<file path="src/rtl/modbus_tcp_response_deframer_unit_macros.svh">
// Assertion macros for the file that checks its own logic.
`ifndef MODBUS_TCP_RESPONSE_DEFRAMER_UNIT_MACROS_SVH
`define MODBUS_TCP_RESPONSE_DEFRAMER_UNIT_MACROS_SVH

`ifndef SYNTHESIS
`define MTRD_ASSERT_IMP(lbl, ante, cons) \
  lbl: assert property (@(posedge clk) disable iff (!rst_n) (ante) |-> (cons)) \
    else $error("assertion failed");
`define MTRD_ASSERT_NXT(lbl, ante, cons) \
  lbl: assert property (@(posedge clk) disable iff (!rst_n) (ante) |=> (cons)) \
    else $error("assertion failed");
`else
`define MTRD_ASSERT_IMP(lbl, ante, cons)
`define MTRD_ASSERT_NXT(lbl, ante, cons)
`endif

`endif

</file>
<file path="src/rtl/mtrd_pkg.sv">
package mtrd_pkg;

  localparam logic [2:0] HDR_LEN_POS   = 3'd5;
  localparam logic [2:0] HDR_CONTENT   = 3'd6;
  localparam int         FIELD_COUNT   = 6;
  localparam logic [7:0] FIELD_FIRST   = 8'd3;

  localparam logic [7:0] FC_WRITE_SWITCH = 8'h05;
  localparam logic [7:0] FC_READ_INPUT   = 8'h04;

  localparam logic [7:0] LEN_ECHO_MIN  = 8'd5;
  localparam logic [7:0] LEN_TWO_WORD  = 8'd7;
  localparam logic [7:0] LEN_THREE_WORD = 8'd9;

  localparam logic [1:0] KIND_ECHO       = 2'd0;
  localparam logic [1:0] KIND_TWO_WORD   = 2'd1;
  localparam logic [1:0] KIND_THREE_WORD = 2'd2;

  typedef struct packed {
    logic [1:0]  kind;
    logic [7:0]  reg_addr;
    logic        switch_on;
    logic [15:0] value_a;
    logic [15:0] value_b;
    logic [15:0] value_c;
    logic        run_flag;
    logic        remote_flag;
    logic [7:0]  content_len;
  } res_t;

endpackage

</file>
<file path="src/rtl/mtrd_in_if.sv">
interface mtrd_in_if;
  logic       valid;
  logic       ready;
  logic [7:0] rx_byte;

  modport source (output valid, output rx_byte, input ready);
  modport sink (input valid, input rx_byte, output ready);
endinterface

</file>
<file path="src/rtl/mtrd_out_if.sv">
interface mtrd_out_if;
  logic        valid;
  logic        ready;
  logic [1:0]  kind;
  logic [7:0]  reg_addr;
  logic        switch_on;
  logic [15:0] value_a;
  logic [15:0] value_b;
  logic [15:0] value_c;
  logic        run_flag;
  logic        remote_flag;
  logic [7:0]  content_len;

  modport source (output valid, output kind, output reg_addr, output switch_on,
                  output value_a, output value_b, output value_c, output run_flag,
                  output remote_flag, output content_len, input ready);
  modport sink (input valid, input kind, input reg_addr, input switch_on,
                input value_a, input value_b, input value_c, input run_flag,
                input remote_flag, input content_len, output ready);
endinterface

</file>
<file path="src/rtl/mtrd_frame.sv">
module mtrd_frame
  import mtrd_pkg::*;
(
  input  logic       clk,
  input  logic       rst_n,
  input  logic       step,
  input  logic [7:0] rx_byte,
  output logic       res_valid,
  output res_t       res
);

  logic [2:0] hdr_pos_r, hdr_pos_nxt;
  logic [7:0] frame_len_r, frame_len_nxt;
  logic [7:0] cpos_r, cpos_nxt;
  logic [7:0] fc_r, fc_nxt;
  logic [7:0] fb_r [FIELD_COUNT];
  logic [7:0] fb_nxt [FIELD_COUNT];
  logic       run_r, run_nxt;
  logic       remote_r, remote_nxt;
  logic       done;
  logic       on;
  logic       is_echo;
  logic       is_read;

  always_comb begin
    hdr_pos_nxt   = hdr_pos_r;
    frame_len_nxt = frame_len_r;
    cpos_nxt      = cpos_r;
    fc_nxt        = fc_r;
    run_nxt       = run_r;
    remote_nxt    = remote_r;
    for (int i = 0; i < FIELD_COUNT; i++) begin
      fb_nxt[i] = fb_r[i];
    end
    done    = 1'b0;
    on      = 1'b0;
    is_echo = 1'b0;
    is_read = 1'b0;
    res       = '0;
    res_valid = 1'b0;

    if (hdr_pos_r < HDR_CONTENT) begin
      if (hdr_pos_r == HDR_LEN_POS) begin
        frame_len_nxt = rx_byte;
        cpos_nxt      = '0;
        hdr_pos_nxt   = (rx_byte == 8'd0) ? 3'd0 : HDR_CONTENT;
      end else begin
        hdr_pos_nxt = hdr_pos_r + 3'd1;
      end
    end else begin
      if (cpos_r == 8'd1) begin
        fc_nxt = rx_byte;
      end
      for (int i = 0; i < FIELD_COUNT; i++) begin
        if (cpos_r == FIELD_FIRST + 8'(i)) begin
          fb_nxt[i] = rx_byte;
        end
      end
      done     = ({1'b0, cpos_r} + 9'd1) >= {1'b0, frame_len_r};
      cpos_nxt = done ? 8'd0 : cpos_r + 8'd1;
      if (done) begin
        hdr_pos_nxt = 3'd0;
        on      = fb_nxt[1] != 8'd0;
        is_echo = (fc_nxt == FC_WRITE_SWITCH) && (frame_len_r >= LEN_ECHO_MIN);
        is_read = (fc_nxt == FC_READ_INPUT) &&
                  ((frame_len_r == LEN_TWO_WORD) || (frame_len_r == LEN_THREE_WORD));
        if (is_echo) begin
          if (fb_nxt[0] == 8'd0) begin
            run_nxt = on;
          end else begin
            remote_nxt = on;
          end
          res.kind      = KIND_ECHO;
          res.reg_addr  = fb_nxt[0];
          res.switch_on = on;
        end else if (is_read) begin
          res.value_a = {fb_nxt[0], fb_nxt[1]};
          res.value_b = {fb_nxt[2], fb_nxt[3]};
          if (frame_len_r == LEN_THREE_WORD) begin
            res.kind    = KIND_THREE_WORD;
            res.value_c = {fb_nxt[4], fb_nxt[5]};
          end else begin
            res.kind = KIND_TWO_WORD;
          end
        end
        res_valid       = is_echo || is_read;
        res.run_flag    = run_nxt;
        res.remote_flag = remote_nxt;
        res.content_len = frame_len_r;
      end
    end
  end

  always_ff @(posedge clk) begin
    if (!rst_n) begin
      hdr_pos_r   <= '0;
      frame_len_r <= '0;
      cpos_r      <= '0;
      fc_r        <= '0;
      run_r       <= 1'b0;
      remote_r    <= 1'b0;
      for (int i = 0; i < FIELD_COUNT; i++) begin
        fb_r[i] <= '0;
      end
    end else if (step) begin
      hdr_pos_r   <= hdr_pos_nxt;
      frame_len_r <= frame_len_nxt;
      cpos_r      <= cpos_nxt;
      fc_r        <= fc_nxt;
      run_r       <= run_nxt;
      remote_r    <= remote_nxt;
      for (int i = 0; i < FIELD_COUNT; i++) begin
        fb_r[i] <= fb_nxt[i];
      end
    end
  end

endmodule

</file>
<file path="src/rtl/modbus_tcp_response_deframer_unit.sv">
// Modbus-TCP response deframer. Bytes of the received stream enter on in_ch, one per
// transfer, and the block takes one byte every clock cycle as long as the result side
// keeps up. Each byte passes an input register and an update of the frame tracker. The
// result for a decoded frame is loaded into the out_ch register as its last content
// byte leaves the input register, which holds while the result side stalls. Only
// switch write echoes (code 5, at least five content bytes) and register reads (code 4
// with seven or nine content bytes) give a result; every other frame is consumed
// silently. The stored run and remote flags start cleared after reset, and the block
// needs no start-up time.
`include "modbus_tcp_response_deframer_unit_macros.svh"

module modbus_tcp_response_deframer_unit
  import mtrd_pkg::*;
(
  input  logic       clk,
  input  logic       rst_n,
  mtrd_in_if.sink    in_ch,
  mtrd_out_if.source out_ch
);

  logic       s1_v_r;
  logic [7:0] s1_byte_r;
  logic       advance;
  logic       res_valid;
  res_t       res;
  logic       out_v_r;
  res_t       out_r;

  assign advance     = s1_v_r && (!out_v_r || out_ch.ready);
  assign in_ch.ready = !s1_v_r || advance;

  always_ff @(posedge clk) begin
    if (!rst_n) begin
      s1_v_r <= 1'b0;
    end else if (in_ch.ready) begin
      s1_v_r <= in_ch.valid;
    end
  end

  always_ff @(posedge clk) begin
    if (in_ch.ready && in_ch.valid) begin
      s1_byte_r <= in_ch.rx_byte;
    end
  end

  mtrd_frame u_frame (
    .clk       (clk),
    .rst_n     (rst_n),
    .step      (advance),
    .rx_byte   (s1_byte_r),
    .res_valid (res_valid),
    .res       (res)
  );

  always_ff @(posedge clk) begin
    if (!rst_n) begin
      out_v_r <= 1'b0;
    end else if (advance) begin
      out_v_r <= res_valid;
    end else if (out_ch.ready) begin
      out_v_r <= 1'b0;
    end
  end

  always_ff @(posedge clk) begin
    if (advance && res_valid) begin
      out_r <= res;
    end
  end

  assign out_ch.valid       = out_v_r;
  assign out_ch.kind        = out_r.kind;
  assign out_ch.reg_addr    = out_r.reg_addr;
  assign out_ch.switch_on   = out_r.switch_on;
  assign out_ch.value_a     = out_r.value_a;
  assign out_ch.value_b     = out_r.value_b;
  assign out_ch.value_c     = out_r.value_c;
  assign out_ch.run_flag    = out_r.run_flag;
  assign out_ch.remote_flag = out_r.remote_flag;
  assign out_ch.content_len = out_r.content_len;

  `MTRD_ASSERT_NXT(a_stage_holds, s1_v_r && out_v_r && !out_ch.ready,
                   s1_v_r && $stable(s1_byte_r))
  `MTRD_ASSERT_IMP(a_echo_no_words, out_v_r && out_r.kind == KIND_ECHO,
                   out_r.value_a == 16'd0 && out_r.value_b == 16'd0 &&
                   out_r.value_c == 16'd0)
  `MTRD_ASSERT_IMP(a_read_no_echo, out_v_r && out_r.kind != KIND_ECHO,
                   out_r.reg_addr == 8'd0 && !out_r.switch_on)

endmodule

</file>
<file path="src/flat_wrapper.sv">
// flat-port wrapper written by rule: the top's interface ports become plain ports
module modbus_tcp_response_deframer_unit_flat import mtrd_pkg::*;
  (clk, rst_n, in_ch_valid, in_ch_rx_byte, in_ch_ready, out_ch_valid, out_ch_kind, out_ch_reg_addr, out_ch_switch_on, out_ch_value_a, out_ch_value_b, out_ch_value_c, out_ch_run_flag, out_ch_remote_flag, out_ch_content_len, out_ch_ready);
  mtrd_in_if in_ch_i ();
  mtrd_out_if out_ch_i ();
  input  logic clk;
  input  logic rst_n;
  input wire logic [$bits(in_ch_i.valid)-1:0] in_ch_valid;
  input wire logic [$bits(in_ch_i.rx_byte)-1:0] in_ch_rx_byte;
  output wire logic [$bits(in_ch_i.ready)-1:0] in_ch_ready;
  output wire logic [$bits(out_ch_i.valid)-1:0] out_ch_valid;
  output wire logic [$bits(out_ch_i.kind)-1:0] out_ch_kind;
  output wire logic [$bits(out_ch_i.reg_addr)-1:0] out_ch_reg_addr;
  output wire logic [$bits(out_ch_i.switch_on)-1:0] out_ch_switch_on;
  output wire logic [$bits(out_ch_i.value_a)-1:0] out_ch_value_a;
  output wire logic [$bits(out_ch_i.value_b)-1:0] out_ch_value_b;
  output wire logic [$bits(out_ch_i.value_c)-1:0] out_ch_value_c;
  output wire logic [$bits(out_ch_i.run_flag)-1:0] out_ch_run_flag;
  output wire logic [$bits(out_ch_i.remote_flag)-1:0] out_ch_remote_flag;
  output wire logic [$bits(out_ch_i.content_len)-1:0] out_ch_content_len;
  input wire logic [$bits(out_ch_i.ready)-1:0] out_ch_ready;
  assign in_ch_i.valid = in_ch_valid;
  assign in_ch_i.rx_byte = in_ch_rx_byte;
  assign in_ch_ready = in_ch_i.ready;
  assign out_ch_valid = out_ch_i.valid;
  assign out_ch_kind = out_ch_i.kind;
  assign out_ch_reg_addr = out_ch_i.reg_addr;
  assign out_ch_switch_on = out_ch_i.switch_on;
  assign out_ch_value_a = out_ch_i.value_a;
  assign out_ch_value_b = out_ch_i.value_b;
  assign out_ch_value_c = out_ch_i.value_c;
  assign out_ch_run_flag = out_ch_i.run_flag;
  assign out_ch_remote_flag = out_ch_i.remote_flag;
  assign out_ch_content_len = out_ch_i.content_len;
  assign out_ch_i.ready = out_ch_ready;
  modbus_tcp_response_deframer_unit u_core (.clk(clk), .rst_n(rst_n), .in_ch(in_ch_i), .out_ch(out_ch_i));
endmodule
</file>
<file path="config.mk">
export PLATFORM = sky130hd
export DESIGN_NAME = modbus_tcp_response_deframer_unit_flat
export DESIGN_NICKNAME = d
export VERILOG_FILES = /design/src/rtl/mtrd_pkg.sv /design/src/rtl/mtrd_in_if.sv /design/src/rtl/mtrd_out_if.sv /design/src/rtl/mtrd_frame.sv /design/src/rtl/modbus_tcp_response_deframer_unit.sv /design/src/flat_wrapper.sv
export VERILOG_INCLUDE_DIRS = /design/src /design/src/rtl
export SDC_FILE = /design/constraint.sdc
export NUM_CORES = 1
export LEC_CHECK = 0
export BUFFER_PORTS_ARGS = -buffer_cell sky130_fd_sc_hd__buf_2
export CORE_MARGIN = 2
export CORE_UTILIZATION = 52
export DETAILED_ROUTE_END_ITERATION = 7
export PLACE_DENSITY = 0.72
export SYNTH_ARGS = -nofsm -noshare
export SYNTH_HDL_FRONTEND = slang
export SYNTH_HIERARCHICAL = 1
export SYNTH_SLANG_ARGS = --single-unit
</file>
<file path="constraint.sdc">
create_clock -name clk -period 5.5 [get_ports clk]
set_input_delay 1.1 -clock clk [delete_from_list [all_inputs] [get_ports clk]]
set_output_delay 1.1 -clock clk [all_outputs]
set_load 0.01 [all_outputs]
</file>
; ---- Yosys cells after proc, flatten, opt, wreduce, memory -nomap -nowiden
; Memory sizes are Yosys's and may differ from the RTL's.
; Cells that the tools add are included.
[totals]
regBits = 108
ram_bits = 48
input_bits = 12
output_inout_bits = 71
n_memories = 1
[classes]
n_addsub = 3
n_lt_le_gt_ge = 3
n_eq_ne = 13
n_mux = 37
bitwise = 11
reduce_logical = 25
[memory_table]
columns = name, depth, word_bits, read_ports, rd_clocked_by_memory_dff, wr, line_no
row1 = u_core.u_frame.fb_r, 6, 8, 6, 0, 6, mtrd_frame.sv:16  ; logic [7:0] fb_r [FIELD_COUNT];
[ops]
columns = cell, n
row1 = $mux 8, 19
row2 = $eq 8x3->1 const B, 7
row3 = $mux 48, 1
row4 = $eq 8x4->1 const B, 2
row5 = $logic_not 8->1, 2
row6 = $mux 1, 12
row7 = $mux 3, 4
row8 = $add 8x1->9 const B, 1
row9 = $ge 9x8->1, 1
row10 = $add 8x1->8 const B, 1
row11 = $eq 8x1->1 const B, 1
row12 = $eq 8x2->1 const B, 1
row13 = $ge 8x3->1 const B, 1
row14 = $reduce_bool 8->1, 1
row15 = $or 1x1->1, 6
row16 = $reduce_and 2->1, 3
row17 = $reduce_and 3->1, 2
row18 = $logic_and 1x1->1, 5
row19 = $not 1->1, 5
row20 = $reduce_or 5->1, 1
row21 = $logic_or 1x1->1, 4
row22 = $reduce_bool 2->1, 2
row23 = $reduce_or 4->1, 1
row24 = $add 3x1->3 const B, 1
row25 = other kinds (7), 8

; ---- Logic depth before layout (Yosys ltp)
; Gate-level depths: netlist (run 1).
[depth]
ltp_word = 9
mapped_depth = 13

; ---- Hierarchy
; Netlist (run 1), hierarchy kept.
[by_module_without_submodules]
columns = module, instances, cells_per_inst, area_per_inst_um2
row1 = mtrd_frame, 1, 480, 4409.2
row2 = modbus_tcp_response_deframer_unit, 1, 90, 2424.8

; ---- Worst setup path before layout (run 1)
; Ideal clock, no wire load.
[synth_timing]
kind = reg2reg
start = reg u_core.u_frame.cpos_r[2]
end = reg u_core.out_r, in the netlist u_core/out_ch.content_len[0], enable pin
arrival_time_ns = 5.294
required_ns = 5.004
slack_ns = -0.290
path_stages_with_launch = 14
path_buffers = 1
synth_period_minus_slack_ns = 5.790
cell_sequence = dfxtp_1 > buf_2 > and3_1 > nand3_1 > and2_1 > or2_2 > ha_1 > nor3_1 > nor2_1 > nand4_1 > a21oi_2 > o211a_1 > nand2_1 > nor2_1
[synth_via]
elab_chain_len = 9
elab_cells_between_ends = 13
[synth_rtl]
columns = element, line_no
row1 = start: declaration, mtrd_frame.sv:14  ; logic [7:0] cpos_r, cpos_nxt;
row2 = start signal: assignment, mtrd_frame.sv:108  ; cpos_r <= cpos_nxt;
row3 = "parallel branches: the longest is 6 deep, another holds $add 8x1->9", n/a
row4 = $mux 1 (*), mtrd_frame.sv:61  ; if (done) begin
row5 = $mux 1 (*), mtrd_frame.sv:42  ; if (hdr_pos_r < HDR_CONTENT) begin
row6 = net u_core.res_valid, modbus_tcp_response_deframer_unit.sv:24  ; logic res_valid;
row7 = $logic_and 1x1->1 (*), modbus_tcp_response_deframer_unit.sv:66  ; if (advance && res_valid) begin
row8 = end signal: assignment, modbus_tcp_response_deframer_unit.sv:67  ; out_r <= res;
row9 = end: declaration, modbus_tcp_response_deframer_unit.sv:27  ; res_t out_r;
; Mark *: on every way through the listed nets, which the timed path passes. The select of a mux whose other input is x is not followed.
; A chain may end at the register's enable or synchronous reset.

; ---- Final worst setup path (run 1)
[layout_timing]
start = reg u_core.u_frame.cpos_r[2]
end = reg u_core.out_r, in the netlist u_core/out_ch.content_len[7], enable pin
; Same word-level chain as after synthesis.

==> impl_metrics.csv, run 1 <==
group,metric,value,unit
clocking,numCtsBuffers,17,
pwr,p_sw_share,21.7,%
worst_setup_path,end_kind,"flop",
clocking,cts_resized,0,
layout,final_area,7880,um2
yosys,synth-xor-area-share,0.641,%
detailed_routing,wl_met2,6740,um
outcome,status,"complete, no violations",
place,dp_hpwl,9540,um
sta,maxSlewViolCount,0,
worst_setup_path,r2r_setup_slack,1250,ps
yosys,synth-seq-cells,156,
floorplan,num_io_pins,83,
worst_setup_path,crit_required,5610,ps
detailed_routing,ant_nets,0,
floorplan,die_area,14100,um2
pwr,pwr-share-clk,43.4,%
layout,fillerInstances,1044,
pwr,power_frac_comb,2.2,%
worst_setup_path,cp-start-kind,"flop",
worst_setup_path,crit_path_end,"u_core/out_ch.content_len[7]",
sta,clock_skew,7.86,ps
yosys,synth-compound-area-share,6.30,%
yosys,synth_fa_ha_area_share,2.56,%
grt,gr-total-overflow,0,
worst_setup_path,startpoint,"u_core/u_frame/cpos_r[2]",
clocking,clk_pin_slew,60,ps
sta,worst_slew_pin_slew,1170,ps
sta,rsz0062_at_grt,"false",
pwr,p_seq_share,54.3,%
layout,drive_gt1_share,20.9,%
yosys,syn_avg_cell_area,12.0,um2
floorplan,die_w,119,um
layout,syn_to_final_growth,15.3,%
pwr,p_switching,523,uW
yosys,synth_top_flop_cell,"edfxtp_1",
detailed_routing,highest_layer,"met4",
pwr,p_int,1.88,mW
worst_setup_path,worstSetupPathType,"reg -> reg",
yosys,synth_edf_count,125,
detailed_routing,wl_met3,831,um
detailed_routing,drc_errors,0,
yosys,synth_cell_types,59,
clocking,clk_latency,420,ps
detailed_routing,first_iter_violations,380,
yosys,yosysTopAreaCellShare,54.9,%
layout,multi_input_area,2260,um2
grt,grtUsageTotal,20.9,%
run,max_cap_viol_count,0,
layout,seqCellArea,4370,um2
sta,timing.fmax,235,MHz
worst_setup_path,cp.arrival,4360,ps
detailed_routing,firstDrtPassIters,5,
floorplan,row_count,41,
sta,fin_crit,4250,ps
clocking,cts_hold_buf,0,
sta,holdWs,455,ps
yosys,syn_nets,596,
yosys,synth_largest_area_cell,"edfxtp_1",
place,placed_area,7350,um2
yosys,synthSimpleGateAreaFrac,15.9,%
detailed_routing,num_vias,4632,
clocking,clock_sinks,156,
grt,antenna_found_initial,0,
layout,fin_util,61.9,%
clocking,htree_levels,4,
pwr,max-vdd-ir-drop,0.000155,V
layout,nets,669,
sta,finalSetupViolCount,0,
worst_setup_path,crit_fanout,36,
clocking,clk_path_buf_depth,2,
sta,slew_headroom,21.9,%
floorplan,initial_core_util,53.7,%
yosys,synth_top_family_by_area,"simple AND/OR/NAND/NOR gates",
pwr,leakage,2.81,nW
clocking,tritoncts,"done",
sta,tns,0,ps
place,place_congestion,0.891,
floorplan,core_area,12700,um2
grt,grt_pass1_wl,22500,um
yosys,postSynthCellCount,570,
worst_setup_path,worstReg2RegEnd,"u_core/out_ch.content_len[7]",
sta,finalCritPeriodShare,77.2,%
layout,antenna_cells,0,
worst_setup_path,worstReg2RegStart,"u_core/u_frame/cpos_r[2]",
worst_hold_path,hp-class,"reg -> reg",
place,io_buffers,82,
sta,hold_viol_final,0,
detailed_routing,wl_met1,6430,um
yosys,synth_area_leaders,"edfxtp_1 (55%), dfxtp_1 (9.1%), mux2i_1 (7.2%), nor2_1 (6.9%), ha_1 (2.6%)",
floorplan,die_h,119,um
yosys,synth_warnings,6,
yosys,async_flop_share,0,%
yosys,yosysMostFrequentCell,"nor2_1",
detailed_routing,wl_per_cell,17.2,um
pwr,p_total,2.41,mW
yosys,synth.cell_area,6830,um2
yosys,ys_seq_area_share,64.0,%
clocking,clockRootBuffer,"clkbuf_16",
clocking,cts_setup_buffers,0,
grt,grt_max_degree,49,
yosys,synthMuxAreaShare,7.54,%
grt,grt_pass1_vias,4373,
detailed_routing,routed_wl,14200,um
worst_setup_path,rr_worst_depth,13,
detailed_routing,vias_per_cell,5.59,
pwr,powerDensity,306,nW/um2
yosys,synthTopCellsByCount,"nor2_1 (126), edfxtp_1 (125), mux2i_1 (49)",
## worst max-delay path, cell delays in order, from the launching register on
cell and delay, ps:
dfxtp_1 520, and3_1 250, nand3_1 130, and2_1 210, or2_2 300, ha_1 280
nor3_1 40, nor2_1 140, nand4_1 170, a21oi_2 440, o211a_1 260, nand2_1 110
nor2_4 740, buf_12 300
## final cells by class
| type | count | share of cell area [%] |
|---|---|---|
| tap | 172 | 2.73 |
| inverter | 14 | 0.667 |
| sequential | 156 | 55.5 |
| multi-input combinational | 369 | 28.7 |
| clock buffer | 20 | 5.54 |
| timing repair buffer | 85 | 5.65 |
| clock inverter | 12 | 1.14 |
## per-stage QoR
step / instances / worst slack, ps
after floorplan: 570 / 867
after global placement: 796 / 1420
after detailed placement: 796 / 1270
after CTS: 828 / 1280
after global routing: 828 / 935
final: 828 / 1250
## worst min path at each step
stage,end,slack (ps),cells after the start,from
2_1_floorplan,u_core/u_frame/fc_r[6],430,2,u_core/u_frame/fc_r[6]
3_3_place_gp,u_core/u_frame/fc_r[5],440,2,u_core/u_frame/fc_r[5]
3_5_place_dp,u_core/u_frame/fc_r[1],450,2,u_core/u_frame/fc_r[1]
4_1_cts,u_core/u_frame/fc_r[1],450,2,u_core/u_frame/fc_r[1]
5_1_grt,u_core/u_frame/fc_r[1],490,2,u_core/u_frame/fc_r[1]
6_report,u_core/u_frame/fc_r[7],450,2,u_core/u_frame/fc_r[7]
## power groups by stage
stage	clock network, mW	registers [mW]	logic (mW)
finish	1.05	1.31	0.0540
global route	1.11	1.31	0.0598
CTS	1.06	1.31	0.0539
detailed placement	0	1.33	0.0536
global placement	0	1.33	0.0515
floorplan	0	1.32	0.0464
## layer usage
layer	up-vias	GRT usage (%)
met4	0	8.56
met2	178	32.7
met1	2247	28.2
met5	-	0
met3	13	4.73
li1	2194	-
## cells in the final DEF (no fill, tap or decap), types with 14 or more instances in the layout
cell       instances
edfxtp_1         125
nor2_1           125
buf_2             82
mux2i_1           49
nand2_1           42
dfxtp_1           31
a21oi_1           24
nand3_1           18
clkbuf_16         17
ha_1              14
## cells by family after synthesis
family          Yosys count
compound gates           63
xor+xnor                  5
fa+ha+maj                14
buf+inv                  45
flops                   156
mux                      51
simple gates            236
## sequential cells by signal (all words and copies together) (netlist names), 2 cells and up
register                    flops
u_core/u_frame/cpos_r           8
u_core/out_ch.value_c          16
u_core/u_frame/fb_r            48
u_core/out_ch.reg_addr          8
u_core/s1_byte_r                8
u_core/out_ch.content_len       8
u_core/u_frame/fc_r             8
u_core/out_ch.kind              2
u_core/out_ch.value_a          16
u_core/u_frame/hdr_pos_r        3
u_core/u_frame/frame_len_r      8
u_core/out_ch.value_b          16
Power figures use the tool's default switching activity.
==> run 2: changes to the inputs <==
Settings changed: ABC_AREA set to 1.
Clock period 5.5 ns to 3.6 ns, I/O delays scaled along.
==> impl_metrics.csv, run 2 <==
group,metric,value,unit
floorplan,die_h,120,um
detailed_routing,wl_per_cell,15.7,um
worst_setup_path,slowest_delay,450,ps
pwr,leakage,3.42,nW
place,place_congestion,0.895,
clocking,cts_hold_buf,0,
layout,final_cell_mix,"nand2_1 (140), nor2_1 (130), edfxtp_1 (125)",
yosys,postSynthCellCount,701,
floorplan,row_count,42,
sta,fin_crit,3270,ps
layout,final_area,8360,um2
detailed_routing,drc_errors,0,
sta,finalSetupViolCount,0,
worst_setup_path,worstSetupPathType,"reg -> reg",
grt,antenna_found_initial,0,
pwr,powerDensity,477,nW/um2
floorplan,die_w,120,um
layout,drive_gt1_share,21.1,%
clocking,clk_pin_slew,60,ps
grt,grt_max_degree,54,
sta,slew_headroom,43.6,%
clocking,clk_latency,420,ps
sta,hold_viol_final,0,
yosys,synth.cell_area,6980,um2
grt,grt_pass1_wl,24100,um
detailed_routing,routed_wl,15500,um
worst_hold_path,hp-class,"in -> reg",
detailed_routing,num_vias,5208,
grt,grtUsageTotal,22.2,%
sta,finalCritPeriodShare,90.7,%
worst_setup_path,path_cells,"inv_2 > nor3_2 > xor2_1 > inv_1 > ha_1 > nand2_1 > nor2_1 > o21ai_1 > o211ai_1 > nand2_1 > nand2_1 > nand2_1 > nand2_2 > nand2_2 > inv_2 > nand2_1 > nand2_2 > inv_2 > nor3_4 > buf_4 > buf_12",
clocking,htree_levels,4,
floorplan,core_area,13200,um2
place,dp_hpwl,10300,um
layout,nets,823,
yosys,yosysMostFrequentCell,"nand2_1",
yosys,synthTopCellsByCount,"nand2_1 (144), nor2_1 (130), edfxtp_1 (125)",
worst_setup_path,crit_top_cell,"nand2_1",
grt,gr-total-overflow,0,
sta,timing.fmax,306,MHz
sta,worst_slew_pin_slew,844,ps
sta,rsz0062_at_grt,"false",
layout,antenna_cells,0,
layout,regMostFlops,"u_core/u_frame/fb_r",
clocking,clockRootBuffer,"clkbuf_16",
yosys,async_flop_share,0,%
worst_setup_path,crit_required,3730,ps
worst_setup_path,slowest_stage,"dfxtp_1",
worst_setup_path,crit_fanout,28,
yosys,ys_seq_area_share,62.7,%
layout,syn_to_final_growth,19.7,%
worst_setup_path,crit_buf_inv,6,
sta,maxSlewViolCount,0,
detailed_routing,ant_nets,0,
clocking,tritoncts,"done",
worst_setup_path,end_kind,"flop",
outcome,status,"complete, no violations",
floorplan,num_io_pins,83,
place,placed_area,7670,um2
yosys,syn_avg_cell_area,9.96,um2
sta,clock_skew,10.0,ps
pwr,max-vdd-ir-drop,0.000373,V
yosys,syn_nets,727,
yosys,synth_top_flop_cell,"edfxtp_1",
worst_setup_path,cp.arrival,3390,ps
place,io_buffers,82,
clocking,numCtsBuffers,17,
floorplan,die_area,14400,um2
detailed_routing,firstDrtPassIters,5,
pwr,p_total,3.99,mW
yosys,synth_edf_count,125,
clocking,clock_sinks,156,
yosys,yosysTopAreaCellShare,53.8,%
worst_setup_path,cp-start-kind,"flop",
yosys,synth_warnings,6,
layout,final_common_cell,"nand2_1",
run,max_cap_viol_count,0,
floorplan,initial_core_util,52.9,%
layout,largest_reg_flops,48,
yosys,synth-seq-cells,156,
detailed_routing,vias_per_cell,5.28,
clocking,clk_path_buf_depth,2,
yosys,synth_cell_types,35,
detailed_routing,first_iter_violations,484,
grt,grt_pass1_vias,4864,
yosys,synth_largest_area_cell,"edfxtp_1",
worst_setup_path,cpLargestDelayFamily,"simple AND/OR/NAND/NOR gates",
yosys,synth_area_leaders,"edfxtp_1 (54%), dfxtp_1 (8.9%), nand2_1 (7.7%), nor2_1 (7.0%), o21ai_0 (4.0%)",
-- run 2: changes by cell type after synthesis, moves of 8 or more --
| cell | change |
|---|---|
| nor2_4 | +15 |
| o21ai_1 | +8 |
| nor3_1 | -10 |
| inv_1 | +60 |
| clkbuf_1 | -8 |
| o21ai_0 | +52 |
| nand2_1 | +101 |
| mux2i_1 | -49 |
-- run 2: worst paths after layout --
| check | start | end | slack (ps) | cells past startpoint |
|---|---|---|---|---|
| worst max-delay path | u_core/u_frame/cpos_r[2] | u_core/out_ch.value_b[14] | 330 | 21 |
| worst min-delay path | in_ch_rx_byte[5] | u_core/s1_byte_r[5] | 470 | 1 |
| worst max register to register | u_core/u_frame/cpos_r[2] | u_core/out_ch.value_b[14] | 330 | 21 |
| worst min register to register | u_core/u_frame/fc_r[1] | u_core/u_frame/fc_r[1] | 480 | 2 |
-- run 2: area by class of cell --
type / count / area [um2]
fillers: 1005 / 4830
flip-flops and latches: 156 / 4380
multi-input cells: 447 / 2240
repair buffers: 98 / 586
clock buffers: 20 / 457
inverters: 77 / 292
well taps: 176 / 220
clock inverters: 12 / 188
-- run 2: kinds of logic (layout without fill, tap and decap cells) --
| family | count (synthesis) | count (layout) | synth area share (%) |
|---|---|---|---|
| and+or+nand+nor | 325 | 325 | 20.5 |
| buffers and inverters | 98 | 207 | 5.82 |
| AOI/OAI and AO/OA | 102 | 102 | 7.72 |
| xor gates and xnor gates | 6 | 6 | 0.753 |
| adders and majority gates | 14 | 14 | 2.51 |
| DFF | 156 | 156 | 62.7 |
-- run 2: metal layers --
layer	up-vias	GRT usage [%]	routed length, um
met5	-	0	0
met2	246	35.1	7710
met3	28	6.32	1350
li1	2507	-	-
met4	0	10.1	335
met1	2427	28.5	6110
-- run 2: repair_timing --
| action | 4_1_cts | 5_1_grt |
|---|---|---|
| setup buffers | 0 | 2 |
| endpoints found under the setup margin | 0 | 41 |
| gates resized for setup | 0 | 1 |
| endpoints found under the hold margin | 0 | 0 |
-- run 2: report_power, final --
part           internal [mW]  switching [mW]  total [mW]
combinational         0.0283          0.0795       0.108
clock                   1.20           0.700        1.90
sequential              1.96          0.0128        1.98
-- run 2: per-stage QoR --
step | worst slack, ps | setup TNS (ps) | cells | utilization [%] | hold WS [ps]
final | 335 | 0 | 986 | 63.4 | 467
after floorplan | -691 | -47710 | 701 | - | 449
after detailed placement | 394 | 0 | 951 | 58.2 | 472
after CTS | 326 | 0 | 983 | 63.1 | 447
after global placement | 472 | 0 | 951 | 58.2 | 461
after global routing | 28.5 | 0 | 986 | 63.4 | 452
